<file path="src/hdl/ajss_pkg.sv">
// shared types and constants of the arm joint setpoint shaper
`timescale 1ns / 1ps
`default_nettype none
package ajss_pkg;

  // arm states, same encoding as the requested_state field
  localparam logic [2:0] ST_DISABLED = 3'd0;
  localparam logic [2:0] ST_ERROR    = 3'd1;
  localparam logic [2:0] ST_HOMING   = 3'd2;
  localparam logic [2:0] ST_GRAVITY  = 3'd3;
  localparam logic [2:0] ST_REPLAY   = 3'd4;
  localparam logic [2:0] ST_KEYMOUSE = 3'd5;

  // item kinds, same encoding as the mode field
  localparam logic [1:0] OP_STORE = 2'd0;
  localparam logic [1:0] OP_TICK  = 2'd1;
  localparam logic [1:0] OP_STATE = 2'd2;

  // register indexes on the configuration port
  localparam logic [2:0] REG_MAX_ANGLE = 3'd0;
  localparam logic [2:0] REG_MIN_ANGLE = 3'd1;
  localparam logic [2:0] REG_HOME_STEP = 3'd2;
  localparam logic [2:0] REG_GEAR      = 3'd3;
  localparam logic [2:0] REG_GEAR_INV  = 3'd4;

  localparam int PAW = 5;

  // gains, unsigned q8.8
  localparam logic [15:0] KP_HOME   = 16'd1280;
  localparam logic [15:0] KD_HOME   = 16'd256;
  localparam logic [15:0] KD_GRAV   = 16'd128;
  localparam logic [15:0] KP_SMOOTH = 16'd1536;
  localparam logic [15:0] KD_SMOOTH = 16'd307;

  // smoothing factors 0.15 and 0.05 in q0.16
  localparam logic signed [16:0] ALPHA_REPLAY   = 17'sd9830;
  localparam logic signed [16:0] ALPHA_KEYMOUSE = 17'sd3277;

  localparam logic signed [31:0] DEADBAND     = 32'sd6;
  localparam logic signed [31:0] NEG_DEADBAND = -32'sd6;
  localparam logic signed [31:0] SAT_MAX      = 32'sh7fffffff;
  localparam logic signed [31:0] SAT_MIN      = 32'sh80000000;

  localparam logic signed [49:0] ROUND_HALF = 50'sd32768;

  localparam int QDEPTH = 2;
  localparam int QAW    = (QDEPTH > 1) ? $clog2(QDEPTH) : 1;
  localparam int QCW    = $clog2(QDEPTH + 1);

  typedef struct packed {
    logic signed [31:0] max_angle;
    logic signed [31:0] min_angle;
    logic [15:0]        home_step;
    logic [15:0]        gear;
    logic [15:0]        gear_inv;
  } cfg_t;

  typedef struct packed {
    logic [1:0]         op;
    logic [2:0]         joint;
    logic               jvalid;
    logic signed [31:0] value;
    logic signed [31:0] grav;
    logic [2:0]         req;
    logic               last;
  } qitem_t;

endpackage
`default_nettype wire

</file>
<file path="src/hdl/ajss_front.sv">
// input acceptance and classification of transactions
`timescale 1ns / 1ps
`default_nettype none
module ajss_front #(
  parameter int JOINTS = 6
) (
  input  wire logic               in_valid,
  output logic                    in_stall,
  input  wire logic [1:0]         in_mode,
  input  wire logic [2:0]         in_joint,
  input  wire logic signed [31:0] in_value,
  input  wire logic signed [31:0] in_gravity_torque,
  input  wire logic [2:0]         in_requested_state,
  input  wire logic               in_last_joint,
  input  wire logic               q_full,
  output logic                    push,
  output ajss_pkg::qitem_t        item
);

  logic jvalid;
  logic keep;

  assign jvalid   = (32'(in_joint) < JOINTS);
  assign in_stall = q_full;

  always_comb begin
    unique case (in_mode)
      ajss_pkg::OP_STORE: keep = jvalid;
      ajss_pkg::OP_STATE: keep = (in_requested_state <= ajss_pkg::ST_KEYMOUSE);
      // an out of range tick still closes the round when it is the last joint
      ajss_pkg::OP_TICK:  keep = jvalid | in_last_joint;
      default:            keep = 1'b0;
    endcase
  end

  assign push = in_valid & ~q_full & keep;

  always_comb begin
    item.op     = in_mode;
    item.joint  = in_joint;
    item.jvalid = jvalid;
    item.value  = in_value;
    item.grav   = in_gravity_torque;
    item.req    = in_requested_state;
    item.last   = in_last_joint;
  end

endmodule
`default_nettype wire

</file>
<file path="src/hdl/ajss_queue.sv">
// short fifo between the classifier and the execution sequencer
`timescale 1ns / 1ps
`default_nettype none
module ajss_queue (
  input  wire logic             clk,
  input  wire logic             rst_n,
  input  wire logic             push,
  input  wire ajss_pkg::qitem_t push_item,
  output logic                  full,
  input  wire logic             pop,
  output ajss_pkg::qitem_t      head,
  output logic                  head_vld
);

  ajss_pkg::qitem_t               mem_r [ajss_pkg::QDEPTH];
  logic [ajss_pkg::QAW-1:0]       wr_ptr_r;
  logic [ajss_pkg::QAW-1:0]       rd_ptr_r;
  logic [ajss_pkg::QCW-1:0]       count_r;

  assign full     = (count_r == ajss_pkg::QCW'(ajss_pkg::QDEPTH));
  assign head_vld = (count_r != '0);
  assign head     = mem_r[rd_ptr_r];

  always_ff @(posedge clk) begin
    if (!rst_n) begin
      wr_ptr_r <= '0;
      rd_ptr_r <= '0;
      count_r  <= '0;
    end else begin
      if (push) wr_ptr_r <= wr_ptr_r + 1'b1;
      if (pop)  rd_ptr_r <= rd_ptr_r + 1'b1;
      if (push && !pop)      count_r <= count_r + 1'b1;
      else if (!push && pop) count_r <= count_r - 1'b1;
    end
  end

  always_ff @(posedge clk) begin
    if (push) mem_r[wr_ptr_r] <= push_item;
  end

  a_no_overflow: assert property (@(posedge clk) disable iff (!rst_n)
    push |-> !full) else $error("queue push while full");

  a_no_underflow: assert property (@(posedge clk) disable iff (!rst_n)
    pop |-> head_vld) else $error("queue pop while empty");

  a_count_up: assert property (@(posedge clk) disable iff (!rst_n)
    (push && !pop) |=> count_r == $past(count_r) + 1'b1)
    else $error("queue count lost a transaction");

endmodule
`default_nettype wire

</file>
<file path="src/hdl/ajss_back.sv">
// execution sequencer: joint state, shared multiplier and result register
`timescale 1ns / 1ps
`default_nettype none
module ajss_back #(
  parameter int JOINTS = 6
) (
  input  wire logic               clk,
  input  wire logic               rst_n,
  input  wire ajss_pkg::cfg_t     cfg,
  input  wire ajss_pkg::qitem_t   head,
  input  wire logic               head_vld,
  output logic                    pop,
  output logic                    out_valid,
  input  wire logic               out_stall,
  output logic [2:0]              out_joint_out,
  output logic signed [31:0]      out_motor_position_ref,
  output logic [15:0]             out_stiffness_gain,
  output logic [15:0]             out_damping_gain,
  output logic signed [31:0]      out_torque_feedforward,
  output logic [2:0]              out_arm_state_out
);

  localparam int JW = (JOINTS > 1) ? $clog2(JOINTS) : 1;

  localparam logic [2:0] S_IDLE = 3'd0;
  localparam logic [2:0] S_PREP = 3'd1;
  localparam logic [2:0] S_MQ   = 3'd2;
  localparam logic [2:0] S_MSM  = 3'd3;
  localparam logic [2:0] S_ADD  = 3'd4;
  localparam logic [2:0] S_MPOS = 3'd5;
  localparam logic [2:0] S_FIN  = 3'd6;

  logic [2:0]         state_r;
  logic [2:0]         arm_mode_r;
  logic               reached_r;
  logic signed [31:0] filt_r [JOINTS];
  logic signed [31:0] user_r [JOINTS];

  logic [2:0]         md_r;
  logic [2:0]         j_r;
  logic               jv_r;
  logic               last_r;
  logic signed [31:0] val_r;
  logic signed [31:0] grav_r;
  logic signed [31:0] f_r;
  logic signed [31:0] u_r;
  logic signed [32:0] d_r;
  logic signed [31:0] ff_r;
  logic signed [49:0] mul_r;
  logic               hr_r;

  logic               out_valid_r;
  logic [2:0]         joint_o_r;
  logic signed [31:0] pos_o_r;
  logic [15:0]        kp_o_r;
  logic [15:0]        kd_o_r;
  logic signed [31:0] ff_o_r;
  logic [2:0]         arm_o_r;

  logic [JW-1:0]      hidx;
  logic [JW-1:0]      jidx;
  logic               cls_off, cls_home, cls_grav, cls_smooth;
  logic signed [32:0] mul_a;
  logic signed [16:0] mul_b;
  logic signed [49:0] mul_p;
  logic signed [32:0] f_sx;
  logic signed [32:0] f_abs;
  logic signed [31:0] f_home;
  logic               home_hit;
  logic signed [31:0] u_hi;
  logic signed [31:0] u_clamp;
  logic signed [49:0] rnd_w;
  logic signed [41:0] pos_w;
  logic signed [31:0] pos_sat;
  logic signed [31:0] q_w;
  logic               slot_free;
  logic               fin_go;
  logic               reach_eff;
  logic [2:0]         mode_nxt;
  logic               reached_nxt;
  logic signed [31:0] filt_wr;
  logic signed [31:0] user_wr;
  logic signed [31:0] pos_o_nxt;
  logic [15:0]        kp_o_nxt;
  logic [15:0]        kd_o_nxt;
  logic signed [31:0] ff_o_nxt;

  assign hidx = JW'(head.joint);
  assign jidx = JW'(j_r);
  assign pop  = (state_r == S_IDLE) && head_vld;

  always_comb begin
    cls_off    = 1'b0;
    cls_home   = 1'b0;
    cls_grav   = 1'b0;
    cls_smooth = 1'b0;
    unique case (md_r) inside
      ajss_pkg::ST_DISABLED, ajss_pkg::ST_ERROR:  cls_off    = 1'b1;
      ajss_pkg::ST_HOMING:                        cls_home   = 1'b1;
      ajss_pkg::ST_GRAVITY:                       cls_grav   = 1'b1;
      ajss_pkg::ST_REPLAY, ajss_pkg::ST_KEYMOUSE: cls_smooth = 1'b1;
      default:                                    cls_off    = 1'b1;
    endcase
  end

  // shared 33x17 multiplier, operands picked by the sequencer step
  always_comb begin
    unique case (state_r)
      S_PREP: begin
        mul_a = {grav_r[31], grav_r};
        mul_b = {1'b0, cfg.gear_inv};
      end
      S_MQ: begin
        mul_a = {val_r[31], val_r};
        mul_b = {1'b0, cfg.gear_inv};
      end
      S_MSM: begin
        mul_a = d_r;
        mul_b = (md_r == ajss_pkg::ST_KEYMOUSE) ? ajss_pkg::ALPHA_KEYMOUSE
                                                 : ajss_pkg::ALPHA_REPLAY;
      end
      S_MPOS: begin
        mul_a = {f_r[31], f_r};
        mul_b = {1'b0, cfg.gear};
      end
      default: begin
        mul_a = '0;
        mul_b = '0;
      end
    endcase
  end

  assign mul_p = mul_a * mul_b;

  // homing ramp toward zero with a sign dead band
  always_comb begin
    f_sx     = {f_r[31], f_r};
    f_abs    = f_r[31] ? -f_sx : f_sx;
    home_hit = (f_abs > $signed({17'd0, cfg.home_step}));
    if (!home_hit)                       f_home = '0;
    else if (f_r < ajss_pkg::NEG_DEADBAND) f_home = f_r + $signed({16'd0, cfg.home_step});
    else if (f_r > ajss_pkg::DEADBAND)     f_home = f_r - $signed({16'd0, cfg.home_step});
    else                                 f_home = f_r;
  end

  // max first, then min, so min wins on a crossed pair
  assign u_hi    = (u_r > cfg.max_angle) ? cfg.max_angle : u_r;
  assign u_clamp = (u_hi < cfg.min_angle) ? cfg.min_angle : u_hi;

  assign rnd_w = mul_r + ajss_pkg::ROUND_HALF;
  assign q_w   = mul_r[47:16];
  assign pos_w = mul_r[49:8];

  always_comb begin
    if (pos_w[41:31] == {11{pos_w[31]}}) pos_sat = pos_w[31:0];
    else if (pos_w[41])                  pos_sat = ajss_pkg::SAT_MIN;
    else                                 pos_sat = ajss_pkg::SAT_MAX;
  end

  assign slot_free = ~out_valid_r | ~out_stall;
  assign fin_go    = (state_r == S_FIN) && (slot_free || !jv_r);

  always_comb begin
    reach_eff   = reached_r & ~(jv_r & cls_home & ~hr_r);
    mode_nxt    = arm_mode_r;
    reached_nxt = reach_eff;
    if (last_r) begin
      if ((arm_mode_r == ajss_pkg::ST_HOMING) && reach_eff) mode_nxt = ajss_pkg::ST_GRAVITY;
      reached_nxt = 1'b1;
    end
  end

  always_comb begin
    filt_wr   = (cls_off | cls_grav) ? q_w : f_r;
    user_wr   = (cls_off | cls_grav) ? q_w : (cls_smooth ? u_r : f_r);
    pos_o_nxt = (cls_home | cls_smooth) ? pos_sat : '0;
    ff_o_nxt  = cls_off ? '0 : ff_r;
    kp_o_nxt  = cls_home ? ajss_pkg::KP_HOME : (cls_smooth ? ajss_pkg::KP_SMOOTH : '0);
    kd_o_nxt  = cls_home ? ajss_pkg::KD_HOME :
                cls_grav ? ajss_pkg::KD_GRAV :
                cls_smooth ? ajss_pkg::KD_SMOOTH : '0;
  end

  // control state and joint tables
  always_ff @(posedge clk) begin
    if (!rst_n) begin
      state_r     <= S_IDLE;
      arm_mode_r  <= ajss_pkg::ST_HOMING;
      reached_r   <= 1'b1;
      out_valid_r <= 1'b0;
      for (int i = 0; i < JOINTS; i++) begin
        filt_r[i] <= '0;
        user_r[i] <= '0;
      end
    end else begin
      if (fin_go && jv_r)  out_valid_r <= 1'b1;
      else if (!out_stall) out_valid_r <= 1'b0;
      unique case (state_r)
        S_IDLE: begin
          if (pop) begin
            unique case (head.op)
              ajss_pkg::OP_STORE: user_r[hidx] <= head.value;
              ajss_pkg::OP_STATE: arm_mode_r   <= head.req;
              ajss_pkg::OP_TICK:  state_r      <= head.jvalid ? S_PREP : S_FIN;
              default: ;
            endcase
          end
        end
        S_PREP: state_r <= S_MQ;
        S_MQ: begin
          if (cls_smooth)    state_r <= S_MSM;
          else if (cls_home) state_r <= S_MPOS;
          else               state_r <= S_FIN;
        end
        S_MSM:  state_r <= S_ADD;
        S_ADD:  state_r <= S_MPOS;
        S_MPOS: state_r <= S_FIN;
        S_FIN: begin
          if (fin_go) begin
            state_r    <= S_IDLE;
            arm_mode_r <= mode_nxt;
            reached_r  <= reached_nxt;
            if (jv_r) begin
              filt_r[jidx] <= filt_wr;
              user_r[jidx] <= user_wr;
            end
          end
        end
        default: state_r <= S_IDLE;
      endcase
    end
  end

  // datapath registers
  always_ff @(posedge clk) begin
    if (state_r != S_IDLE && state_r != S_FIN) mul_r <= mul_p;
    unique case (state_r)
      S_IDLE: begin
        if (pop) begin
          md_r   <= arm_mode_r;
          j_r    <= head.joint;
          jv_r   <= head.jvalid;
          last_r <= head.last;
          val_r  <= head.value;
          grav_r <= head.grav;
          f_r    <= filt_r[hidx];
          u_r    <= user_r[hidx];
        end
      end
      S_PREP: begin
        if (cls_home) f_r <= f_home;
        hr_r <= ~home_hit;
        u_r  <= u_clamp;
      end
      S_MQ: begin
        ff_r <= mul_r[47:16];
        d_r  <= {u_r[31], u_r} - {f_r[31], f_r};
      end
      S_ADD: f_r <= f_r + rnd_w[47:16];
      default: ;
    endcase
    if (fin_go && jv_r) begin
      joint_o_r <= j_r;
      pos_o_r   <= pos_o_nxt;
      kp_o_r    <= kp_o_nxt;
      kd_o_r    <= kd_o_nxt;
      ff_o_r    <= ff_o_nxt;
      arm_o_r   <= mode_nxt;
    end
  end

  assign out_valid              = out_valid_r;
  assign out_joint_out          = joint_o_r;
  assign out_motor_position_ref = pos_o_r;
  assign out_stiffness_gain     = kp_o_r;
  assign out_damping_gain       = kd_o_r;
  assign out_torque_feedforward = ff_o_r;
  assign out_arm_state_out      = arm_o_r;

  a_fin_waits: assert property (@(posedge clk) disable iff (!rst_n)
    (state_r == S_FIN && jv_r && !slot_free) |=> state_r == S_FIN)
    else $error("tick finished while the result register was occupied");

  a_mode_steady: assert property (@(posedge clk) disable iff (!rst_n)
    (state_r != S_IDLE && state_r != S_FIN) |=> $stable(arm_mode_r))
    else $error("arm state changed in the middle of a tick");

  a_result_loaded: assert property (@(posedge clk) disable iff (!rst_n)
    (fin_go && jv_r) |=> out_valid_r)
    else $error("finished tick produced no result");

endmodule
`default_nettype wire

</file>
<file path="src/hdl/arm_joint_setpoint_shaper.sv">
// top level: configuration registers, classifier, queue and sequencer
// a transaction enters the queue at its accept edge; store and state requests take
//   effect when the sequencer pops them, and a tick result is registered after the steps
//   prep, mq, fin (disabled, error, gravity comp), prep, mq, mpos, fin (homing) or prep,
//   mq, msm, add, mpos, fin (replay, keymouse); ticks run one at a time on the single
//   shared 33x17 multiplier, and the sequencer pops no new item until it is back in idle
// reset (synchronous, rst_n low): homing state, all targets zero, clamps zero,
//   homing step 66, gear ratio 1.0, inverse ratio 65535, queue and result empty
`timescale 1ns / 1ps
`default_nettype none
module arm_joint_setpoint_shaper #(
  parameter int JOINTS = 6
) (
  input  wire logic                      clk,
  input  wire logic                      rst_n,
  input  wire logic                      in_valid,
  output logic                           in_stall,
  input  wire logic [1:0]                in_mode,
  input  wire logic [2:0]                in_joint,
  input  wire logic signed [31:0]        in_value,
  input  wire logic signed [31:0]        in_gravity_torque,
  input  wire logic [2:0]                in_requested_state,
  input  wire logic                      in_last_joint,
  output logic                           out_valid,
  input  wire logic                      out_stall,
  output logic [2:0]                     out_joint_out,
  output logic signed [31:0]             out_motor_position_ref,
  output logic [15:0]                    out_stiffness_gain,
  output logic [15:0]                    out_damping_gain,
  output logic signed [31:0]             out_torque_feedforward,
  output logic [2:0]                     out_arm_state_out,
  input  wire logic                      psel,
  input  wire logic                      penable,
  input  wire logic                      pwrite,
  input  wire logic [ajss_pkg::PAW-1:0]  paddr,
  input  wire logic [31:0]               pwdata,
  output logic [31:0]                    prdata,
  output logic                           pready
);

  ajss_pkg::cfg_t   cfg_r;
  ajss_pkg::qitem_t push_item;
  ajss_pkg::qitem_t head;
  logic             push;
  logic             q_full;
  logic             pop;
  logic             head_vld;
  logic             wr_en;
  logic [2:0]       reg_idx;

  assign pready  = 1'b1;
  assign wr_en   = psel & penable & pwrite;
  assign reg_idx = paddr[4:2];

  always_ff @(posedge clk) begin
    if (!rst_n) begin
      cfg_r.max_angle <= '0;
      cfg_r.min_angle <= '0;
      cfg_r.home_step <= 16'd66;
      cfg_r.gear      <= 16'd256;
      cfg_r.gear_inv  <= 16'hffff;
    end else if (wr_en) begin
      unique case (reg_idx)
        ajss_pkg::REG_MAX_ANGLE: cfg_r.max_angle <= pwdata;
        ajss_pkg::REG_MIN_ANGLE: cfg_r.min_angle <= pwdata;
        ajss_pkg::REG_HOME_STEP: cfg_r.home_step <= pwdata[15:0];
        ajss_pkg::REG_GEAR:      cfg_r.gear      <= pwdata[15:0];
        ajss_pkg::REG_GEAR_INV:  cfg_r.gear_inv  <= pwdata[15:0];
        default: ;
      endcase
    end
  end

  always_comb begin
    unique case (reg_idx)
      ajss_pkg::REG_MAX_ANGLE: prdata = cfg_r.max_angle;
      ajss_pkg::REG_MIN_ANGLE: prdata = cfg_r.min_angle;
      ajss_pkg::REG_HOME_STEP: prdata = {16'd0, cfg_r.home_step};
      ajss_pkg::REG_GEAR:      prdata = {16'd0, cfg_r.gear};
      ajss_pkg::REG_GEAR_INV:  prdata = {16'd0, cfg_r.gear_inv};
      default:                 prdata = '0;
    endcase
  end

  ajss_front #(.JOINTS(JOINTS)) u_front (
    .in_valid           (in_valid),
    .in_stall           (in_stall),
    .in_mode            (in_mode),
    .in_joint           (in_joint),
    .in_value           (in_value),
    .in_gravity_torque  (in_gravity_torque),
    .in_requested_state (in_requested_state),
    .in_last_joint      (in_last_joint),
    .q_full             (q_full),
    .push               (push),
    .item               (push_item)
  );

  ajss_queue u_queue (
    .clk       (clk),
    .rst_n     (rst_n),
    .push      (push),
    .push_item (push_item),
    .full      (q_full),
    .pop       (pop),
    .head      (head),
    .head_vld  (head_vld)
  );

  ajss_back #(.JOINTS(JOINTS)) u_back (
    .clk                    (clk),
    .rst_n                  (rst_n),
    .cfg                    (cfg_r),
    .head                   (head),
    .head_vld               (head_vld),
    .pop                    (pop),
    .out_valid              (out_valid),
    .out_stall              (out_stall),
    .out_joint_out          (out_joint_out),
    .out_motor_position_ref (out_motor_position_ref),
    .out_stiffness_gain     (out_stiffness_gain),
    .out_damping_gain       (out_damping_gain),
    .out_torque_feedforward (out_torque_feedforward),
    .out_arm_state_out      (out_arm_state_out)
  );

endmodule
`default_nettype wire

</file>
<file path="config.mk">
export PLATFORM = sky130hd
export DESIGN_NAME = arm_joint_setpoint_shaper
export DESIGN_NICKNAME = d
export VERILOG_FILES = /design/src/hdl/ajss_pkg.sv /design/src/hdl/ajss_front.sv /design/src/hdl/ajss_queue.sv /design/src/hdl/ajss_back.sv /design/src/hdl/arm_joint_setpoint_shaper.sv
export SDC_FILE = /design/constraint.sdc
export NUM_CORES = 2
export LEC_CHECK = 0
export ABC_AREA = 1
export BUFFER_PORTS_ARGS = -buffer_cell sky130_fd_sc_hd__buf_4
export CAP_MARGIN = 10
export CORE_MARGIN = 2
export CORE_UTILIZATION = 60
export CTS_BUF_LIST = sky130_fd_sc_hd__clkbuf_4 sky130_fd_sc_hd__clkbuf_8 sky130_fd_sc_hd__clkbuf_16
export CTS_CLUSTER_DIAMETER = 80
export CTS_CLUSTER_SIZE = 40
export DETAILED_ROUTE_END_ITERATION = 8
export PLACE_DENSITY = 0.89
export SLEW_MARGIN = 5
export SYNTH_ARGS = -nofsm -noshare
export SYNTH_HDL_FRONTEND = slang
export SYNTH_SLANG_ARGS = --single-unit
</file>
<file path="constraint.sdc">
create_clock -name clk -period 21.5 [get_ports clk]
set_input_delay 6.45 -clock clk [delete_from_list [all_inputs] [get_ports clk]]
set_output_delay 6.45 -clock clk [all_outputs]
set_load 0.01 [all_outputs]
</file>
==> impl_summary.log <==
[metrics] Pwr Total: 9520 uW
[metrics] total of endpoints with negative setup slack in the final report: 0
[metrics] power dissipated by switching net loads: 4730 uW
[metrics] GRT Total Usage: 36.7%
[metrics] register-to-register path setup slack: 10,510 ps
[metrics] share of the cycle needed by the critical path after routing: 68.1%
[metrics] Sinks on Clock Net: 1,105
[metrics] async set-reset flop share out of synthesis: 0%
[metrics] most numerous cell in the Yosys netlist: sky130_fd_sc_hd__nand2_1
[metrics] largest net degree at the start of global routing: 198
[metrics] TritonCTS clock tree: done
[metrics] Total Nets Final: 8,744
[metrics] hold-fix buffer count after cts: 0
[metrics] first-pass GRT wire length: 345,000 um
[metrics] post-synth cell types: 73
[metrics] number of I/O port buffers: 227
[metrics] Layout Skew: 71.9 ps
[metrics] post-cts resize count: 0
[metrics] sequential fraction of the synthesis area: 43.9%
[metrics] setup tns final: 0 ps
[metrics] synthesized area per cell: 9.29 um^2
[metrics] Starting Density: 60.6%
[metrics] area added between synthesis and finish: 6.87%
[metrics] cell type with the highest aggregate area in the netlist: sky130_fd_sc_hd__edfxtp_1
[metrics] Max transition margin: 14.6%
[metrics] number of enable-type register cells in the synthesized netlist: 980
[metrics] final cell area excluding filler cells: 77,700 um^2
[metrics] half-perimeter wire length of the detailed placement result: 172,000 um
[metrics] starting DRC count in detailed routing: 9,291
[metrics] WS Path Type: in2out
[metrics] share of final-layout standard cells stronger than drive strength 1: 6.55%
[metrics] first drt pass iteration count: 7
[metrics] worst hold-check slack: 462 ps
[metrics] capturing element type of the critical path: output port
[metrics] initial antenna violation count: 7
[metrics] global route total overflow: 0
[metrics] # H-tree levels: 2
[metrics] fraction of power spent switching nets: 49.7%
[metrics] wirelength, routed: 232,000 um
[metrics] multiplexer share of the synthesized area: 0.0138%
[metrics] post-synthesis sequential element count: 1,105
[metrics] insertion delay of the later-clocked pin in the worst-skew pair: 730 ps
[metrics] share of synthesized cell area in full adder, half adder and majority cells: 19.0%
[metrics] Residual DRC: 0
[metrics] number of global-route vias before repair: 57,389
[metrics] IO Count: 254
[metrics] total standard cell area after synthesis: 72,700 um^2
[metrics] number of vias after detailed routing: 59,301
[metrics] clock network fraction of design power: 13.0%
[metrics] Worst EP required: 15,050 ps
[metrics] Pint: 4790 uW
[metrics] final estimated routing congestion in global placement: 1.07
[metrics] pins over their slew limit: 0
[metrics] share of power burned in combinational logic: 54.4%
[metrics] Reg2Reg Launch Point: u_back.state_r[2]$_SDFFE_PN0P_
[metrics] synthesized-area fraction occupied by ao, oa, aoi and oai cells: 11.5%
[metrics] setup slack at placement: 6890 ps
[metrics] cell types with the largest area share after synthesis: sky130_fd_sc_hd__edfxtp_1 40%, sky130_fd_sc_hd__fa_1 14%, sky130_fd_sc_hd__nand2_1 6.4%
[metrics] largest voltage drop on the vdd net: 0.000181 V
[metrics] worst reg2reg path depth: 33
[metrics] die extent in y: 352 um
[metrics] simple-gate share of the synthesized area: 14.6%
[metrics] xor and xnor area share after synthesis: 2.18%
[metrics] number of inserted filler cells in the final layout: 9,071
[metrics] Pwr per Cell Area: 123 nW/um^2
[metrics] type of the most critical hold path: reg2reg
[metrics] standby leakage power: 0.0323 uW
[metrics] CTS clock-pin slew for the worst setup and hold paths: 130 ps
[metrics] number of setup buffers added after CTS: 0
[metrics] number of buffers inserted during clock tree synthesis: 44
[metrics] Routed Antenna Nets: 0
[metrics] die area: 124,000 um^2
[metrics] ys flop type: sky130_fd_sc_hd__edfxtp_1
[metrics] beginning of the critical path: paddr[3]
[metrics] Synth top cells by count: 1,236 x sky130_fd_sc_hd__nand2_1, 1,214 x sky130_fd_sc_hd__inv_1, 1,086 x sky130_fd_sc_hd__nor2_1
[metrics] unrepaired setup endpoints after global routing: false
[metrics] max cap viols: 0
[metrics] critical path data arrival time: 8190 ps
[metrics] overall die width: 352 um
[metrics] status: finished clean
[metrics] routed via count divided by cell count: 6.26
[metrics] count of yosys warnings during synthesis: 0
[metrics] top cell type's share of synthesized area: 40.5%
[metrics] Core Rows: 127
[metrics] gate count of the mapped netlist: 7,821
[metrics] floorplan core area: 120,000 um^2
[metrics] clock period minus worst slack: 14,640 ps
[metrics] maximum buffer depth of the clock tree: 3
[metrics] Slew @ Worst Pin: 1280 ps
[metrics] largest fanout on the critical path: 31
[metrics] wire length per cell after detailed routing: 24.5 um
[metrics] root cell of the clock tree: sky130_fd_sc_hd__clkbuf_16
[metrics] capture point of the critical path: prdata[15]
[metrics] maximum clock frequency: 68.3 MHz
[metrics] critical register-to-register path endpoint: u_back.mul_r[47]$_DFFE_PP_
[metrics] number of hold violations in the final report: 0
[metrics] post-detailed-placement cell area: 75,800 um^2
[metrics] dominant combinational cell family by area after synthesis: adder cells
[metrics] setup ws final: 6860 ps
[metrics] share of total power in sequential cells: 32.6%
[metrics] type of origin of the critical path: primary input
-- registers in the layout, indices dropped and copies added, names as in the netlist, 32 cells and up, named ones only --
name / count
cfg_r: 112
u_back.d_r: 33
u_back.f_r: 32
u_back.ff_r: 32
u_back.filt_r: 256
u_back.grav_r: 32
u_back.mul_r: 42
u_back.out_motor_position_ref: 32
u_back.out_torque_feedforward: 32
u_back.u_r: 32
u_back.user_r: 256
u_back.val_r: 32
u_queue.mem_r: 148
-- worst min-delay path by stage --
stage	startpoint	end	slack, ps	cells after the start
floorplan	u_back.mul_r[29]$_DFFE_PP_	u_back.ff_r[13]$_DFFE_PN_	420	0
global placement	u_queue.rd_ptr_r$_SDFFE_PN0P_	flop	430	1
detailed placement	u_queue.rd_ptr_r$_SDFFE_PN0P_	flop	440	1
CTS	u_queue.rd_ptr_r$_SDFFE_PN0P_	flop	460	1
global route	u_back.arm_mode_r[2]$_SDFFE_PN0P_	u_back.md_r[2]$_DFFE_PP_	500	0
finish	u_queue.rd_ptr_r$_SDFFE_PN0P_	flop	460	1
-- per-layer routing --
| layer | global-route usage, % | share of wire, % |
|---|---|---|
| met5 | 0.115 | 0.022 |
| met4 | 20.4 | 6.7 |
| met3 | 10.7 | 15 |
| met1 | 48.5 | 35 |
| met2 | 54.7 | 43 |
-- placed cells by master (no fill, tap or decap), types with 34 or more instances in the layout --
master / instances
sky130_fd_sc_hd__nand2_1: 1235
sky130_fd_sc_hd__inv_1: 1210
sky130_fd_sc_hd__nor2_1: 1070
sky130_fd_sc_hd__edfxtp_1: 980
sky130_fd_sc_hd__o21ai_0: 557
sky130_fd_sc_hd__fa_1: 504
sky130_fd_sc_hd__a21oi_1: 404
sky130_fd_sc_hd__buf_4: 337
sky130_fd_sc_hd__ha_1: 297
sky130_fd_sc_hd__nand3_1: 185
sky130_fd_sc_hd__xor2_1: 127
sky130_fd_sc_hd__dfxtp_1: 124
sky130_fd_sc_hd__o211ai_1: 98
sky130_fd_sc_hd__o221ai_1: 94
sky130_fd_sc_hd__o22ai_1: 83
sky130_fd_sc_hd__xnor2_1: 54
sky130_fd_sc_hd__clkbuf_16: 47
sky130_fd_sc_hd__nand4_1: 41
sky130_fd_sc_hd__nor3_1: 40
sky130_fd_sc_hd__a31oi_1: 34
-- area by class of cell --
type	count	area, um^2	share of cell area [%]
inverter	1235	4640	5.98
sequential	1105	31900	41.1
clock buffer	52	1210	1.56
antenna	5	12.5	0.0161
timing repair buffer	339	2580	3.32
tap	1612	2020	2.60
clock inverter	28	558	0.719
multi-input combinational	5101	34700	44.7
-- worst max-delay path: stages --
cell and delay (ps):
sky130_fd_sc_hd__buf_4 120, sky130_fd_sc_hd__nor3_1 340, sky130_fd_sc_hd__inv_1 70, sky130_fd_sc_hd__buf_4 260, sky130_fd_sc_hd__o22ai_1 330, sky130_fd_sc_hd__a221oi_1 90, sky130_fd_sc_hd__o21ai_0 270, sky130_fd_sc_hd__buf_4 240
-- stage by stage --
stage               util [%]  cells
global placement        63.2   9391
detailed placement      63.2   9391
global route            64.7   9472
floorplan                  -   7843
CTS                     64.7   9471
finish                  64.7   9477
-- power by group through the flow --
| stage | sequential, uW | clock [uW] | combinational, uW |
|---|---|---|---|
| global placement | 3120 | 0 | 4740 |
| global route | 3110 | 1290 | 5520 |
| detailed placement | 3130 | 0 | 4890 |
| CTS | 3080 | 1230 | 4930 |
| floorplan | 3010 | 0 | 3310 |
| finish | 3110 | 1240 | 5180 |
-- kinds of logic (layout without fill, tap and decap cells) --
logic type	after synthesis	in the layout
compound gates	1433	1433
xor+xnor	181	181
fa+ha+maj	801	801
buf+inv	1637	1654
flops	1105	1105
mux	1	1
other cells	2	29
simple gates	2661	2661
(Power assumes the default switching activity.)
